`src/rtl/core/fse_pkg.sv`:
```
// ----------------------------------------------------------------------------
// fse_pkg
// Shared constants, codes and types for the FIR smoother with edge modes.
// ----------------------------------------------------------------------------
package fse_pkg;

    localparam int MAX_TAPS        = 31;
    localparam int SAMPLE_BITS     = 16;
    localparam int COEFF_FRAC_BITS = 15;
    localparam int COEFF_BITS      = 16;
    localparam int TAP_BITS        = 5;
    localparam int EDGE_BITS       = 2;
    localparam int COUNT_BITS      = 16;
    localparam int ADDR_BITS       = 3;
    localparam int DATA_BITS       = 32;

    localparam logic OP_LOAD   = 1'b0;
    localparam logic OP_SAMPLE = 1'b1;

    localparam logic [EDGE_BITS-1:0] EDGE_PAD    = 2'd0;
    localparam logic [EDGE_BITS-1:0] EDGE_CLAMP  = 2'd1;
    localparam logic [EDGE_BITS-1:0] EDGE_MIRROR = 2'd2;

    localparam logic REG_TAP_COUNT = 1'b0;
    localparam logic REG_EDGE_MODE = 1'b1;

    localparam logic [TAP_BITS-1:0] TAP_COUNT_RESET = 5'd3;

    typedef struct packed {
        logic                          operation;
        logic [TAP_BITS-1:0]           coeff_index;
        logic signed [COEFF_BITS-1:0]  coeff_value;
        logic signed [SAMPLE_BITS-1:0] sample;
        logic                          last_sample;
    } t_in;

    typedef struct packed {
        logic signed [SAMPLE_BITS-1:0] smoothed;
        logic                          saturated;
        logic                          last_of_column;
    } t_out;

    typedef struct packed {
        logic capture_load;
        logic capture_sample;
        logic plan;
        logic start;
        logic issue;
        logic emit;
    } t_cmd;

    typedef struct packed {
        logic has_output;
        logic last_tap;
        logic pipe_busy;
        logic out_free;
        logic final_out;
    } t_status;

    typedef enum logic [2:0] {
        ST_IDLE,
        ST_PLAN,
        ST_START,
        ST_TAPS,
        ST_DRAIN,
        ST_EMIT
    } t_state;

endpackage

```
`src/rtl/core/fir_smoother_with_edge_modes.sv`:
```
// ----------------------------------------------------------------------------
// fir_smoother_with_edge_modes
// Streaming odd-length FIR smoother over one column of signed samples, with
// zero, clamp or reflect handling past the column ends.
//
//   channel  direction  handshake                     beat
//   in       sink       i_in_valid / o_in_ready       fse_pkg::t_in
//   out      source     o_out_valid / i_out_ready     fse_pkg::t_out
//   cfg      sink       APB psel/penable/pwrite       tap_count @0, edge_mode @4
//
// A coefficient load is taken in the idle state. A sample beat is captured
// and planned; each output it causes then starts, walks the taps through one
// shared multiply-accumulate, drains the memory/multiply pipe and emits.
// The last sample of a column causes up to half + 1 outputs.
// Reset is synchronous, active low; memories are not cleared.
// A full output register holds the sequencer only when the next result is
// ready; input beats are taken again as soon as the last output is loaded.
// ----------------------------------------------------------------------------
module fir_smoother_with_edge_modes #(
    parameter int MAX_TAPS        = fse_pkg::MAX_TAPS,
    parameter int COEFF_FRAC_BITS = fse_pkg::COEFF_FRAC_BITS
) (
    input  logic                              i_clk,
    input  logic                              i_rst_n,
    input  logic                              i_in_valid,
    output logic                              o_in_ready,
    input  fse_pkg::t_in                      i_in_data,
    output logic                              o_out_valid,
    input  logic                              i_out_ready,
    output fse_pkg::t_out                     o_out_data,
    input  logic                              psel,
    input  logic                              penable,
    input  logic                              pwrite,
    input  logic [fse_pkg::ADDR_BITS-1:0]     paddr,
    input  logic [fse_pkg::DATA_BITS-1:0]     pwdata,
    output logic [fse_pkg::DATA_BITS-1:0]     prdata,
    output logic                              pready
);

    logic [fse_pkg::TAP_BITS-1:0]  r_tap_count;
    logic [fse_pkg::EDGE_BITS-1:0] r_edge_mode;
    logic                          cfg_wr;
    fse_pkg::t_cmd                 cmd;
    fse_pkg::t_status              status;

    assign pready = 1'b1;
    assign cfg_wr = psel && penable && pwrite && pready;

    always_ff @(posedge i_clk) begin
        if (!i_rst_n) begin
            r_tap_count <= fse_pkg::TAP_COUNT_RESET;
            r_edge_mode <= fse_pkg::EDGE_PAD;
        end else if (cfg_wr) begin
            case (paddr[2])
                fse_pkg::REG_TAP_COUNT: begin
                    r_tap_count <= pwdata[fse_pkg::TAP_BITS-1:0];
                end
                fse_pkg::REG_EDGE_MODE: begin
                    r_edge_mode <= pwdata[fse_pkg::EDGE_BITS-1:0];
                end
                default: begin
                    r_tap_count <= r_tap_count;
                end
            endcase
        end
    end

    always_comb begin
        case (paddr[2])
            fse_pkg::REG_TAP_COUNT: prdata = fse_pkg::DATA_BITS'(r_tap_count);
            fse_pkg::REG_EDGE_MODE: prdata = fse_pkg::DATA_BITS'(r_edge_mode);
            default:                prdata = '0;
        endcase
    end

    fse_ctrl u_ctrl (
        .i_clk      (i_clk),
        .i_rst_n    (i_rst_n),
        .i_in_valid (i_in_valid),
        .i_in_op    (i_in_data.operation),
        .i_status   (status),
        .o_cmd      (cmd),
        .o_in_ready (o_in_ready)
    );

    fse_dp #(
        .MAX_TAPS        (MAX_TAPS),
        .COEFF_FRAC_BITS (COEFF_FRAC_BITS)
    ) u_dp (
        .i_clk       (i_clk),
        .i_rst_n     (i_rst_n),
        .i_cfg_taps  (r_tap_count),
        .i_cfg_edge  (r_edge_mode),
        .i_in_data   (i_in_data),
        .i_cmd       (cmd),
        .o_status    (status),
        .o_out_valid (o_out_valid),
        .i_out_ready (i_out_ready),
        .o_out_data  (o_out_data)
    );

endmodule

```
`src/rtl/core/fse_ram.sv`:
```
// ----------------------------------------------------------------------------
// fse_ram
// Generic single-write, single-read RAM with registered read data.
// ----------------------------------------------------------------------------
module fse_ram #(
    parameter int WIDTH = 16,
    parameter int DEPTH = 31,
    localparam int AW   = (DEPTH > 1) ? $clog2(DEPTH) : 1
) (
    input  logic             i_clk,
    input  logic             i_we,
    input  logic [AW-1:0]    i_waddr,
    input  logic [WIDTH-1:0] i_wdata,
    input  logic [AW-1:0]    i_raddr,
    output logic [WIDTH-1:0] o_rdata
);

    logic [WIDTH-1:0] r_mem [DEPTH];
    logic [WIDTH-1:0] r_rdata;

    always_ff @(posedge i_clk) begin
        if (i_we) begin
            r_mem[i_waddr] <= i_wdata;
        end
        r_rdata <= r_mem[i_raddr];
    end

    assign o_rdata = r_rdata;

endmodule

```
`src/rtl/core/fse_ctrl.sv`:
```
// ----------------------------------------------------------------------------
// fse_ctrl
// Sequencer: accepts beats, plans outputs, walks taps, drains and emits.
// ----------------------------------------------------------------------------
module fse_ctrl (
    input  logic             i_clk,
    input  logic             i_rst_n,
    input  logic             i_in_valid,
    input  logic             i_in_op,
    input  fse_pkg::t_status i_status,
    output fse_pkg::t_cmd    o_cmd,
    output logic             o_in_ready
);

    fse_pkg::t_state r_state;
    fse_pkg::t_state n_state;

    always_ff @(posedge i_clk) begin
        if (!i_rst_n) begin
            r_state <= fse_pkg::ST_IDLE;
        end else begin
            r_state <= n_state;
        end
    end

    always_comb begin
        n_state = r_state;
        case (r_state)
            fse_pkg::ST_IDLE: begin
                if (i_in_valid && (i_in_op == fse_pkg::OP_SAMPLE)) begin
                    n_state = fse_pkg::ST_PLAN;
                end
            end
            fse_pkg::ST_PLAN: begin
                n_state = i_status.has_output ? fse_pkg::ST_START : fse_pkg::ST_IDLE;
            end
            fse_pkg::ST_START: begin
                n_state = fse_pkg::ST_TAPS;
            end
            fse_pkg::ST_TAPS: begin
                if (i_status.last_tap) begin
                    n_state = fse_pkg::ST_DRAIN;
                end
            end
            fse_pkg::ST_DRAIN: begin
                if (!i_status.pipe_busy) begin
                    n_state = fse_pkg::ST_EMIT;
                end
            end
            fse_pkg::ST_EMIT: begin
                if (i_status.out_free) begin
                    n_state = i_status.final_out ? fse_pkg::ST_IDLE : fse_pkg::ST_START;
                end
            end
            default: begin
                n_state = fse_pkg::ST_IDLE;
            end
        endcase
    end

    always_comb begin
        o_cmd      = '0;
        o_in_ready = 1'b0;
        case (r_state)
            fse_pkg::ST_IDLE: begin
                o_in_ready           = 1'b1;
                o_cmd.capture_load   = i_in_valid && (i_in_op == fse_pkg::OP_LOAD);
                o_cmd.capture_sample = i_in_valid && (i_in_op == fse_pkg::OP_SAMPLE);
            end
            fse_pkg::ST_PLAN: begin
                o_cmd.plan = 1'b1;
            end
            fse_pkg::ST_START: begin
                o_cmd.start = 1'b1;
            end
            fse_pkg::ST_TAPS: begin
                o_cmd.issue = 1'b1;
            end
            fse_pkg::ST_EMIT: begin
                o_cmd.emit = i_status.out_free;
            end
            default: begin
                o_cmd = '0;
            end
        endcase
    end

endmodule

```
`src/rtl/core/fse_dp.sv`:
```
// ----------------------------------------------------------------------------
// fse_dp
// Datapath: kernel and sample memories, edge-mode index mapping, shared
// multiply-accumulate, rounding, saturation and the output register.
// ----------------------------------------------------------------------------
module fse_dp #(
    parameter int MAX_TAPS        = fse_pkg::MAX_TAPS,
    parameter int COEFF_FRAC_BITS = fse_pkg::COEFF_FRAC_BITS
) (
    input  logic                              i_clk,
    input  logic                              i_rst_n,
    input  logic [fse_pkg::TAP_BITS-1:0]      i_cfg_taps,
    input  logic [fse_pkg::EDGE_BITS-1:0]     i_cfg_edge,
    input  fse_pkg::t_in                      i_in_data,
    input  fse_pkg::t_cmd                     i_cmd,
    output fse_pkg::t_status                  o_status,
    output logic                              o_out_valid,
    input  logic                              i_out_ready,
    output fse_pkg::t_out                     o_out_data
);

    localparam int SB    = fse_pkg::SAMPLE_BITS;
    localparam int CB    = fse_pkg::COEFF_BITS;
    localparam int TB    = fse_pkg::TAP_BITS;
    localparam int NB    = fse_pkg::COUNT_BITS;
    localparam int AW    = (MAX_TAPS > 1) ? $clog2(MAX_TAPS) : 1;
    localparam int LIM   = (MAX_TAPS % 2 == 1) ? MAX_TAPS : MAX_TAPS - 1;
    localparam int IW    = NB + 3;
    localparam int PW    = SB + CB;
    localparam int ACC_W = SB + CB + TB;

    localparam logic signed [ACC_W-1:0] RND_ADD =
        ACC_W'(64'sd1 <<< (COEFF_FRAC_BITS - 1));
    localparam logic signed [ACC_W-1:0] HI_LIM =
        ACC_W'((64'sd1 <<< (SB - 1)) - 64'sd1);
    localparam logic signed [ACC_W-1:0] LO_LIM = -HI_LIM - ACC_W'(1);
    localparam logic [AW:0] WRAP = (AW + 1)'(MAX_TAPS);
    localparam logic [AW:0] TOP  = (AW + 1)'(MAX_TAPS - 1);

    logic [NB-1:0]          r_seen;
    logic [AW-1:0]          r_head;
    logic                   r_at_end;
    logic [NB-1:0]          r_out_idx;
    logic signed [IW-1:0]   r_idx;
    logic [TB-1:0]          r_tap;
    logic                   r_s1_vld;
    logic                   r_s1_use;
    logic signed [IW-1:0]   r_s1_adj;
    logic [TB-1:0]          r_s1_tap;
    logic                   r_s2_vld;
    logic                   r_s2_use;
    logic                   r_s3_vld;
    logic                   r_s3_use;
    logic signed [PW-1:0]   r_prod;
    logic signed [ACC_W-1:0] r_acc;
    logic                   r_out_valid;
    fse_pkg::t_out          r_out;

    logic [TB-1:0]          t_odd;
    logic [TB-1:0]          taps;
    logic [TB-2:0]          half;
    logic signed [IW-1:0]   half_s;
    logic signed [IW-1:0]   latest;
    logic signed [IW-1:0]   latest2;
    logic signed [IW-1:0]   plan_idx;
    logic signed [IW-1:0]   out_idx_s;
    logic                   at_latest;

    logic                   neg;
    logic                   over;
    logic                   outside;
    logic signed [IW-1:0]   clampd;
    logic signed [IW-1:0]   refl;
    logic signed [IW-1:0]   adj;
    logic                   use_tap;

    logic signed [IW-1:0]   off;
    logic [AW:0]            pos_sum;
    logic [AW-1:0]          pos;

    logic                   coef_we;
    logic [CB-1:0]          coef_q;
    logic [SB-1:0]          win_q;

    logic signed [ACC_W-1:0] rnd;
    logic signed [ACC_W-1:0] q;
    logic                   sat_hi;
    logic                   sat_lo;
    fse_pkg::t_out          result;

    // tap count in use and half width
    always_comb begin
        t_odd = i_cfg_taps | TB'(1);
        taps  = (int'(t_odd) > LIM) ? TB'(LIM) : t_odd;
        half  = taps[TB-1:1];
    end

    assign half_s    = $signed(IW'(half));
    assign latest    = $signed(IW'(r_seen)) - IW'(1);
    assign latest2   = latest + latest;
    assign out_idx_s = $signed(IW'(r_out_idx));
    assign at_latest = (out_idx_s == latest);

    always_comb begin
        plan_idx = latest - half_s;
        if (r_at_end && (plan_idx < 0)) begin
            plan_idx = '0;
        end
    end

    // edge-mode mapping of the neighbor index
    always_comb begin
        neg     = (r_idx < 0);
        over    = r_at_end && (r_idx > latest);
        outside = neg || over;
        if (neg) begin
            clampd = '0;
        end else if (r_idx > latest) begin
            clampd = latest;
        end else begin
            clampd = r_idx;
        end
        refl = neg ? -r_idx : r_idx;
        if (r_at_end && (refl > latest)) begin
            refl = latest2 - refl;
        end
        if (refl < 0) begin
            refl = '0;
        end else if (refl > latest) begin
            refl = latest;
        end
        case (i_cfg_edge)
            fse_pkg::EDGE_CLAMP: begin
                adj     = outside ? clampd : r_idx;
                use_tap = 1'b1;
            end
            fse_pkg::EDGE_MIRROR: begin
                adj     = outside ? refl : r_idx;
                use_tap = 1'b1;
            end
            default: begin
                adj     = r_idx;
                use_tap = !outside;
            end
        endcase
    end

    // window slot of the mapped index
    always_comb begin
        off     = latest - r_s1_adj;
        pos_sum = {1'b0, r_head} + TOP - {1'b0, off[AW-1:0]};
        pos     = (pos_sum >= WRAP) ? AW'(pos_sum - WRAP) : pos_sum[AW-1:0];
    end

    assign coef_we = i_cmd.capture_load && (int'(i_in_data.coeff_index) < MAX_TAPS);

    fse_ram #(
        .WIDTH (CB),
        .DEPTH (MAX_TAPS)
    ) u_kernel_ram (
        .i_clk   (i_clk),
        .i_we    (coef_we),
        .i_waddr (AW'(i_in_data.coeff_index)),
        .i_wdata (i_in_data.coeff_value),
        .i_raddr (AW'(r_s1_tap)),
        .o_rdata (coef_q)
    );

    fse_ram #(
        .WIDTH (SB),
        .DEPTH (MAX_TAPS)
    ) u_window_ram (
        .i_clk   (i_clk),
        .i_we    (i_cmd.capture_sample),
        .i_waddr (r_head),
        .i_wdata (i_in_data.sample),
        .i_raddr (pos),
        .o_rdata (win_q)
    );

    // round half up, then saturate
    always_comb begin
        rnd    = r_acc + RND_ADD;
        q      = rnd >>> COEFF_FRAC_BITS;
        sat_hi = (q > HI_LIM);
        sat_lo = (q < LO_LIM);
        if (sat_hi) begin
            result.smoothed = HI_LIM[SB-1:0];
        end else if (sat_lo) begin
            result.smoothed = LO_LIM[SB-1:0];
        end else begin
            result.smoothed = q[SB-1:0];
        end
        result.saturated      = sat_hi || sat_lo;
        result.last_of_column = r_at_end && at_latest;
    end

    // column counters
    always_ff @(posedge i_clk) begin
        if (!i_rst_n) begin
            r_seen   <= '0;
            r_head   <= '0;
            r_at_end <= 1'b0;
        end else if (i_cmd.capture_sample) begin
            r_at_end <= i_in_data.last_sample;
            r_head   <= (int'(r_head) == MAX_TAPS - 1) ? '0 : r_head + AW'(1);
            if (r_seen != '1) begin
                r_seen <= r_seen + NB'(1);
            end
        end else if (i_cmd.emit && r_at_end && at_latest) begin
            r_seen <= '0;
            r_head <= '0;
        end
    end

    // output index, tap walk and accumulator
    always_ff @(posedge i_clk) begin
        if (i_cmd.plan) begin
            r_out_idx <= plan_idx[NB-1:0];
        end else if (i_cmd.emit) begin
            r_out_idx <= r_out_idx + NB'(1);
        end
        if (i_cmd.start) begin
            r_idx <= out_idx_s - half_s;
            r_tap <= '0;
        end else if (i_cmd.issue) begin
            r_idx <= r_idx + IW'(1);
            r_tap <= r_tap + TB'(1);
        end
        r_s1_use <= use_tap;
        r_s1_adj <= adj;
        r_s1_tap <= r_tap;
        r_s2_use <= r_s1_use;
        r_s3_use <= r_s2_use;
        r_prod   <= $signed(win_q) * $signed(coef_q);
        if (i_cmd.start) begin
            r_acc <= '0;
        end else if (r_s3_vld && r_s3_use) begin
            r_acc <= r_acc + ACC_W'(r_prod);
        end
    end

    always_ff @(posedge i_clk) begin
        if (!i_rst_n) begin
            r_s1_vld <= 1'b0;
            r_s2_vld <= 1'b0;
            r_s3_vld <= 1'b0;
        end else begin
            r_s1_vld <= i_cmd.issue;
            r_s2_vld <= r_s1_vld;
            r_s3_vld <= r_s2_vld;
        end
    end

    // output register
    always_ff @(posedge i_clk) begin
        if (!i_rst_n) begin
            r_out_valid <= 1'b0;
        end else if (i_cmd.emit) begin
            r_out_valid <= 1'b1;
        end else if (i_out_ready) begin
            r_out_valid <= 1'b0;
        end
    end

    always_ff @(posedge i_clk) begin
        if (i_cmd.emit) begin
            r_out <= result;
        end
    end

    assign o_status.has_output = r_at_end || (r_seen > NB'(half));
    assign o_status.last_tap   = (r_tap == taps - TB'(1));
    assign o_status.pipe_busy  = r_s1_vld || r_s2_vld || r_s3_vld;
    assign o_status.out_free   = !r_out_valid || i_out_ready;
    assign o_status.final_out  = !r_at_end || at_latest;

    assign o_out_valid = r_out_valid;
    assign o_out_data  = r_out;

endmodule

```
`config.mk`:
```
export PLATFORM = sky130hd
export DESIGN_NAME = fir_smoother_with_edge_modes
export DESIGN_NICKNAME = d
export VERILOG_FILES = /design/src/rtl/core/fse_pkg.sv /design/src/rtl/core/fir_smoother_with_edge_modes.sv /design/src/rtl/core/fse_ram.sv /design/src/rtl/core/fse_ctrl.sv /design/src/rtl/core/fse_dp.sv
export SDC_FILE = /design/constraint.sdc
export NUM_CORES = 2
export LEC_CHECK = 0
export ABC_AREA = 1
export ABC_CLOCK_PERIOD_IN_PS = 6380
export BUFFER_PORTS_ARGS = -buffer_cell sky130_fd_sc_hd__buf_2
export CORE_MARGIN = 4
export CORE_UTILIZATION = 40
export DETAILED_ROUTE_END_ITERATION = 16
export PLACE_DENSITY = 0.59
export SLEW_MARGIN = 20
export SYNTH_ARGS = -nofsm -noshare
export SYNTH_HDL_FRONTEND = slang
export SYNTH_HIERARCHICAL = 1
export SYNTH_SLANG_ARGS = --single-unit
```
`constraint.sdc`:
```
create_clock -name i_clk -period 6.38 [get_ports i_clk]
set_clock_uncertainty 0.05 [all_clocks]
set_input_delay 1.914 -clock i_clk [delete_from_list [all_inputs] [get_ports i_clk]]
set_output_delay 1.914 -clock i_clk [all_outputs]
set_load 0.05 [all_outputs]
```
Yosys cells after proc, flatten, opt, wreduce, memory -nomap -nowiden. Memories as Yosys holds them, arrays and structs flattened. A register that Yosys moved wholly into a read port is not among the register bits. Cells that the tools add are included.

Register bits: 176. Bits in latches: 0. Bits in writable memories: 992. ROM bits: 0. Input port bits: 81. Word-level logic and storage cells: 147. Memories kept: 2.

Memories: u_dp.u_kernel_ram.r_mem (depth 31, bits a word 16, read ports 1, clocked after Yosys merged registers in 1, wr ports 1, RTL line fse_ram.sv:18) `logic [WIDTH-1:0] r_mem [DEPTH];`; u_dp.u_window_ram.r_mem (depth 31, bits a word 16, read ports 1, clocked after Yosys merged registers in 1, wr ports 1, RTL line fse_ram.sv:18).

Add/subtract/negate cells: 18. Multipliers: 1. Div/mod/pow operators: 0. Magnitude comparators: 11. Eq/ne operators: 16. Shifts and indexed selects: 0. Muxes and demuxes: 42. Bitwise logic cells: 2. Reduce and logical (&&, ||, !) cells: 32.

Operators with widths (number): $mux 16 (7); $mux 19 (4); $pmux 32 s2 (1); $gt 19x17->1 (3); $lt 19x1->1 const B (3); $mux 5 (10); $add 37x16->37 const B (1); $add 37x32->37 (1); $add 16x1->16 const B (2); $mul 16x16->32 (1); $gt 22x16->1 const B (1); $lt 22x16->1 const B (1); $add 19x2->19 const B (1); $neg 19->19 (1); $sub 19x19->19 (1); $add 17x17->18 (1); $pmux 3 s6 (1); $sub 17x5->18 (1); $eq 17x17->1 (1); $sub 16x1->17 const B (1); $sub 16x4->17 (1); $gt 16x4->1 (1); $ne 16x16->1 const B (1); $logic_and 1x1->1 (12); 29 further kinds (64).

Logic depth before layout (Yosys ltp).
Depth after elaboration: 10. Gate-level depth with buffers: 44. Mapped depth without buffers: 41.

Cells and area by module. The synthesis kept the hierarchy.

Modules (own cells, without submodules): fse_ram (times used 2, cells an instance 1725, area each 20523.4 um2, sequential area each 15214.6 um2); fse_dp (times used 1, cells an instance 3141, area each 23349.9 um2, sequential area each 3853.7 um2); fir_smoother_with_edge_modes (times used 1, cells an instance 89, area each 600.6 um2, sequential area each 140.1 um2); fse_ctrl (times used 1, cells an instance 44, area each 282.8 um2, sequential area each 60.1 um2).

Worst setup path before layout. No wires, ideal clock.

Path kind: register to register. From: register u_dp.u_kernel_ram.r_rdata[6], in the netlist u_dp/u_kernel_ram/o_rdata[6], read port of u_dp.u_kernel_ram.r_mem. To: register u_dp.r_prod[30]. Arrival: 6085 ps. Setup slack: 173 ps. Stages on the path, launching flop included: 29. Path through: dfxtp_1 > clkbuf_1 > clkbuf_1 > nand2_1 > fa_1 > inv_1 > fa_1 > inv_1 > fa_1 > fa_1 > inv_1 > fa_1 > fa_1 > ha_1 > nand2_1 > o21ai_0 > a31oi_1 > o21ai_0 > nand2_1 > nand2_1 > a21oi_1 > o21ai_0 > nand2_1 > nand2_1 > nand2_1 > nand2_1 > nand3_1 > o21ai_0 > xor2_1.

Longest elaborated chain between the ends: 1.

Ends and longest elaborated chain: start, declared (RTL line fse_ram.sv:19) `logic [WIDTH-1:0] r_rdata;`; $mul 16x16->32 (RTL line fse_dp.sv:235) `r_prod <= $signed(win_q) * $signed(coef_q);`; end signal, assigned (RTL line fse_dp.sv:235); end, declared (RTL line fse_dp.sv:54) `logic signed [PW-1:0] r_prod;`.

No other way between the ends. A chain may end at the register's enable or synchronous reset.

Final worst setup path.
From: register u_dp.u_window_ram.r_rdata[1], in the netlist u_dp/u_window_ram/o_rdata[1], read port of u_dp.u_window_ram.r_mem. To: register u_dp.r_prod[31].

Longest elaborated chain between the ends: 1.

Ends and longest elaborated chain (RTL line): start, declared (fse_ram.sv:19); $mul 16x16->32 (fse_dp.sv:235).

No other way between the ends.

==> flow_metrics.tcl <==
set metrics [dict create \
    crit_path_top_delay_cell "fa_1" \
    placed_cell_area_sq_um 68500 \
    cp_num_buf_inv 4 \
    io_buffers 76 \
    synth_top_flop_cell "edfxtp_1" \
    clock_latency_ps 780 \
    drive_gt1_frac 0.0860 \
    wl_per_cell_microns 18.4 \
    place_congestion 0.887 \
    row_count 147 \
    worstMarginPinSlew_ps 1130 \
    crit_required_ps 6970 \
    slew_viol_final 0 \
    antenna_left 0 \
    vias_per_cell 5.09 \
    synth-compound-area-share 0.0336 \
    fin_crit_sh 0.949 \
    cts-root-buf "clkbuf_16" \
    dpl.hpwl_microns 108000 \
    final.setup.tns_ps 0 \
    status "completed" \
    yosys_warnings 6 \
    crit_family "adder cells" \
    grt_use_met3 0.0332 \
    cts.path.max_buffers 3 \
    grt_max_degree 148 \
    dieWidth_microns 412 \
    htreeDepth 4 \
    clk_pin_slew_ps 50 \
    cts_hold_buffers 0 \
    wl_microns 167000 \
    ys_seq_area_frac 0.528 \
    cts_sinks 1200 \
    drv_cap 0 \
    num_vias 46400 \
    met2_usage 0.315 \
    grt_pass1_wl_microns 261000 \
    start_kind "flop" \
    grt_use_met1 0.276 \
    cts_inserted_buffers 133 \
    synth_top_area_share 0.481 \
    dieArea_sq_um 170000 \
    overflow 0 \
    grt.busiest_layer "met2" \
    synthCells 6724 \
    synth_edf_count 1045 \
    drt_pre_antenna_iters 5 \
    cts_setup_buffers 0 \
    layout_commonest_cell "nand2_1" \
    fmax_mhz 165 \
    synthAdderAreaFrac 0.122 \
    final_cell_mix "1968 x nand2_1, 1045 x edfxtp_1, 914 x nand3_1" \
    crit_path_max_incr_delay_ps 550 \
    arrival_ps 6650 \
    antenna_found_initial 4 \
    ys_ff_latch 1200 \
    netlist_area_sq_um 65300 \
    synth_top_family_by_area "simple AND/OR/NAND/NOR gates" \
    critPathKind "reg2reg" \
    synth_xor_area_frac 0.0218 \
    grt_pass1_vias 45200 \
    core_sq_um 161000 \
    yosys.area_share.simple 0.223 \
    muxShareOfSynthArea 0.000172 \
    die_h_microns 412 \
    grtUsageTotal 0.196 \
    fin_util 0.451 \
    endpoint_kind "flop" \
    min_path_type "reg2reg" \
    final_nets 7398 \
    io_pins 134 \
    final_cell_area_sq_um 72800 \
    crit_fanout 7 \
    drc 0 \
    drtIter0Drc 3966 \
    async_reset_ff_frac 0 \
    start_util 0.405 \
    final.min_clock_period_ps 6050 \
    yosysUniqueCellTypes 65 \
    crit_path_frequent_cell "fa_1" \
    avgSynthCellArea_sq_um 9.71 \
    synth_area_leaders "edfxtp_1 48%, nand2_1 11%, fa_1 8.2%, nand3_1 7.0%, dfxtp_1 4.8%" \
    cts-resized-gates 0 \
    yosysTopAreaCell "edfxtp_1" \
    hold_violations 0 \
    setup_viol 0 \
    cts_tree "built" \
    fillers 15200 \
    area_delta_synth_final_pct 11.5 \
    maxSlewHeadroom 0.248 \
]
==> flip-flops by register name, indices dropped and copies added (netlist names), 16 cells and up <==
name                       count
u_dp/r_out_idx                16
u_dp/r_seen                   16
u_dp/r_idx                    19
u_dp/r_acc                    37
u_dp/o_out_data               18
u_dp/r_prod                   32
u_dp/u_kernel_ram/o_rdata     16
u_dp/u_window_ram/o_rdata     16
u_dp/u_kernel_ram/r_mem      496
u_dp/u_window_ram/r_mem      496
==> routing by layer <==
layer | vias to the layer above | share of wire | routed length, microns
li1 | 22400 | - | -
met1 | 22400 | 0.45 | 75200
met2 | 1394 | 0.46 | 77600
met3 | 243 | 0.065 | 11000
met4 | 4 | 0.021 | 3480
met5 | - | 0.00014 | 23
==> synth_stat cells, types with 42 or more instances <==
master / n
xnor2_1: 43
xor2_1: 113
nand3_1: 914
fa_1: 268
buf_2: 88
nor3_1: 42
buf_4: 78
nand2_1: 1968
ha_1: 207
edfxtp_1: 1045
nor2_1: 340
a21oi_1: 185
clkbuf_1: 99
dfxtp_1: 155
inv_1: 720
o21ai_0: 154
==> worst register-to-register path, stage by stage, from the launching register on <==
cell and delay, ps:
dfxtp_2 370, or2_2 320, fa_1 550, inv_1 60
fa_1 520, fa_1 550, inv_1 50, fa_1 530
fa_1 550, inv_1 50, fa_1 490, ha_4 310
nand2_1 50, o21ai_0 140, o21bai_1 160, inv_1 80
nor3_1 150, nor2_1 80, o21ai_1 180, nand3_1 90
nand2_1 90, nand3_1 70, nand2_1 80, nand2_1 80
nor2_1 90, nor2_1 50, xor2_1 140
==> kinds of logic (layout without fill, tap and decap cells) <==
| family | Yosys count | count (layout) |
|---|---|---|
| AO/OA/AOI/OAI | 408 | 408 |
| other | 2 | 29 |
| AND/OR/NAND/NOR | 3417 | 3418 |
| multiplexers | 1 | 1 |
| flip-flops | 1200 | 1200 |
| XOR/XNOR | 159 | 159 |
| adder cells (fa/ha/maj) | 475 | 475 |
| buffers and inverters | 1062 | 1255 |
==> metrics by stage <==
stage / hold slack (ps) / cells / setup slack [ps]
floorplan: 260 / 6750 / 173
global placement: 264 / 8866 / 42.9
detailed placement: 266 / 8866 / 39.0
CTS: 276 / 9103 / 34.9
global route: 286 / 9104 / -6.17
finish: 274 / 9105 / 326
==> final cells by class <==
| type | count | area [sq um] | share of cell area |
|---|---|---|---|
| clock inverters | 58 | 633 | 0.00869 |
| flip-flops and latches | 1200 | 34500 | 0.474 |
| multi-input cells | 4489 | 26400 | 0.363 |
| diodes | 1 | 2.50 | 0.0000344 |
| inverters | 742 | 2810 | 0.0385 |
| repair buffers | 276 | 2120 | 0.0292 |
| well taps | 2160 | 2700 | 0.0371 |
| clock buffers | 179 | 3610 | 0.0495 |
==> path summary, 6_finish.rpt <==
path	from	endpoint	slack [ps]	cells after the start
worst max register to register	u_dp/u_window_ram/o_rdata[1]$_DFF_P_	u_dp/r_prod[31]$_DFF_P_	330	26
worst min register to register	u_dp/r_s2_use$_DFF_P_	u_dp/r_s3_use$_DFF_P_	270	0
worst max-delay path	u_dp/u_window_ram/o_rdata[1]$_DFF_P_	u_dp/r_prod[31]$_DFF_P_	330	26
worst min-delay path	u_dp/r_s2_use$_DFF_P_	u_dp/r_s3_use$_DFF_P_	270	0
Power is left out: the tool's default activity adds up to more than one toggle a clock period on the data nets, which glitch-free logic cannot reach.
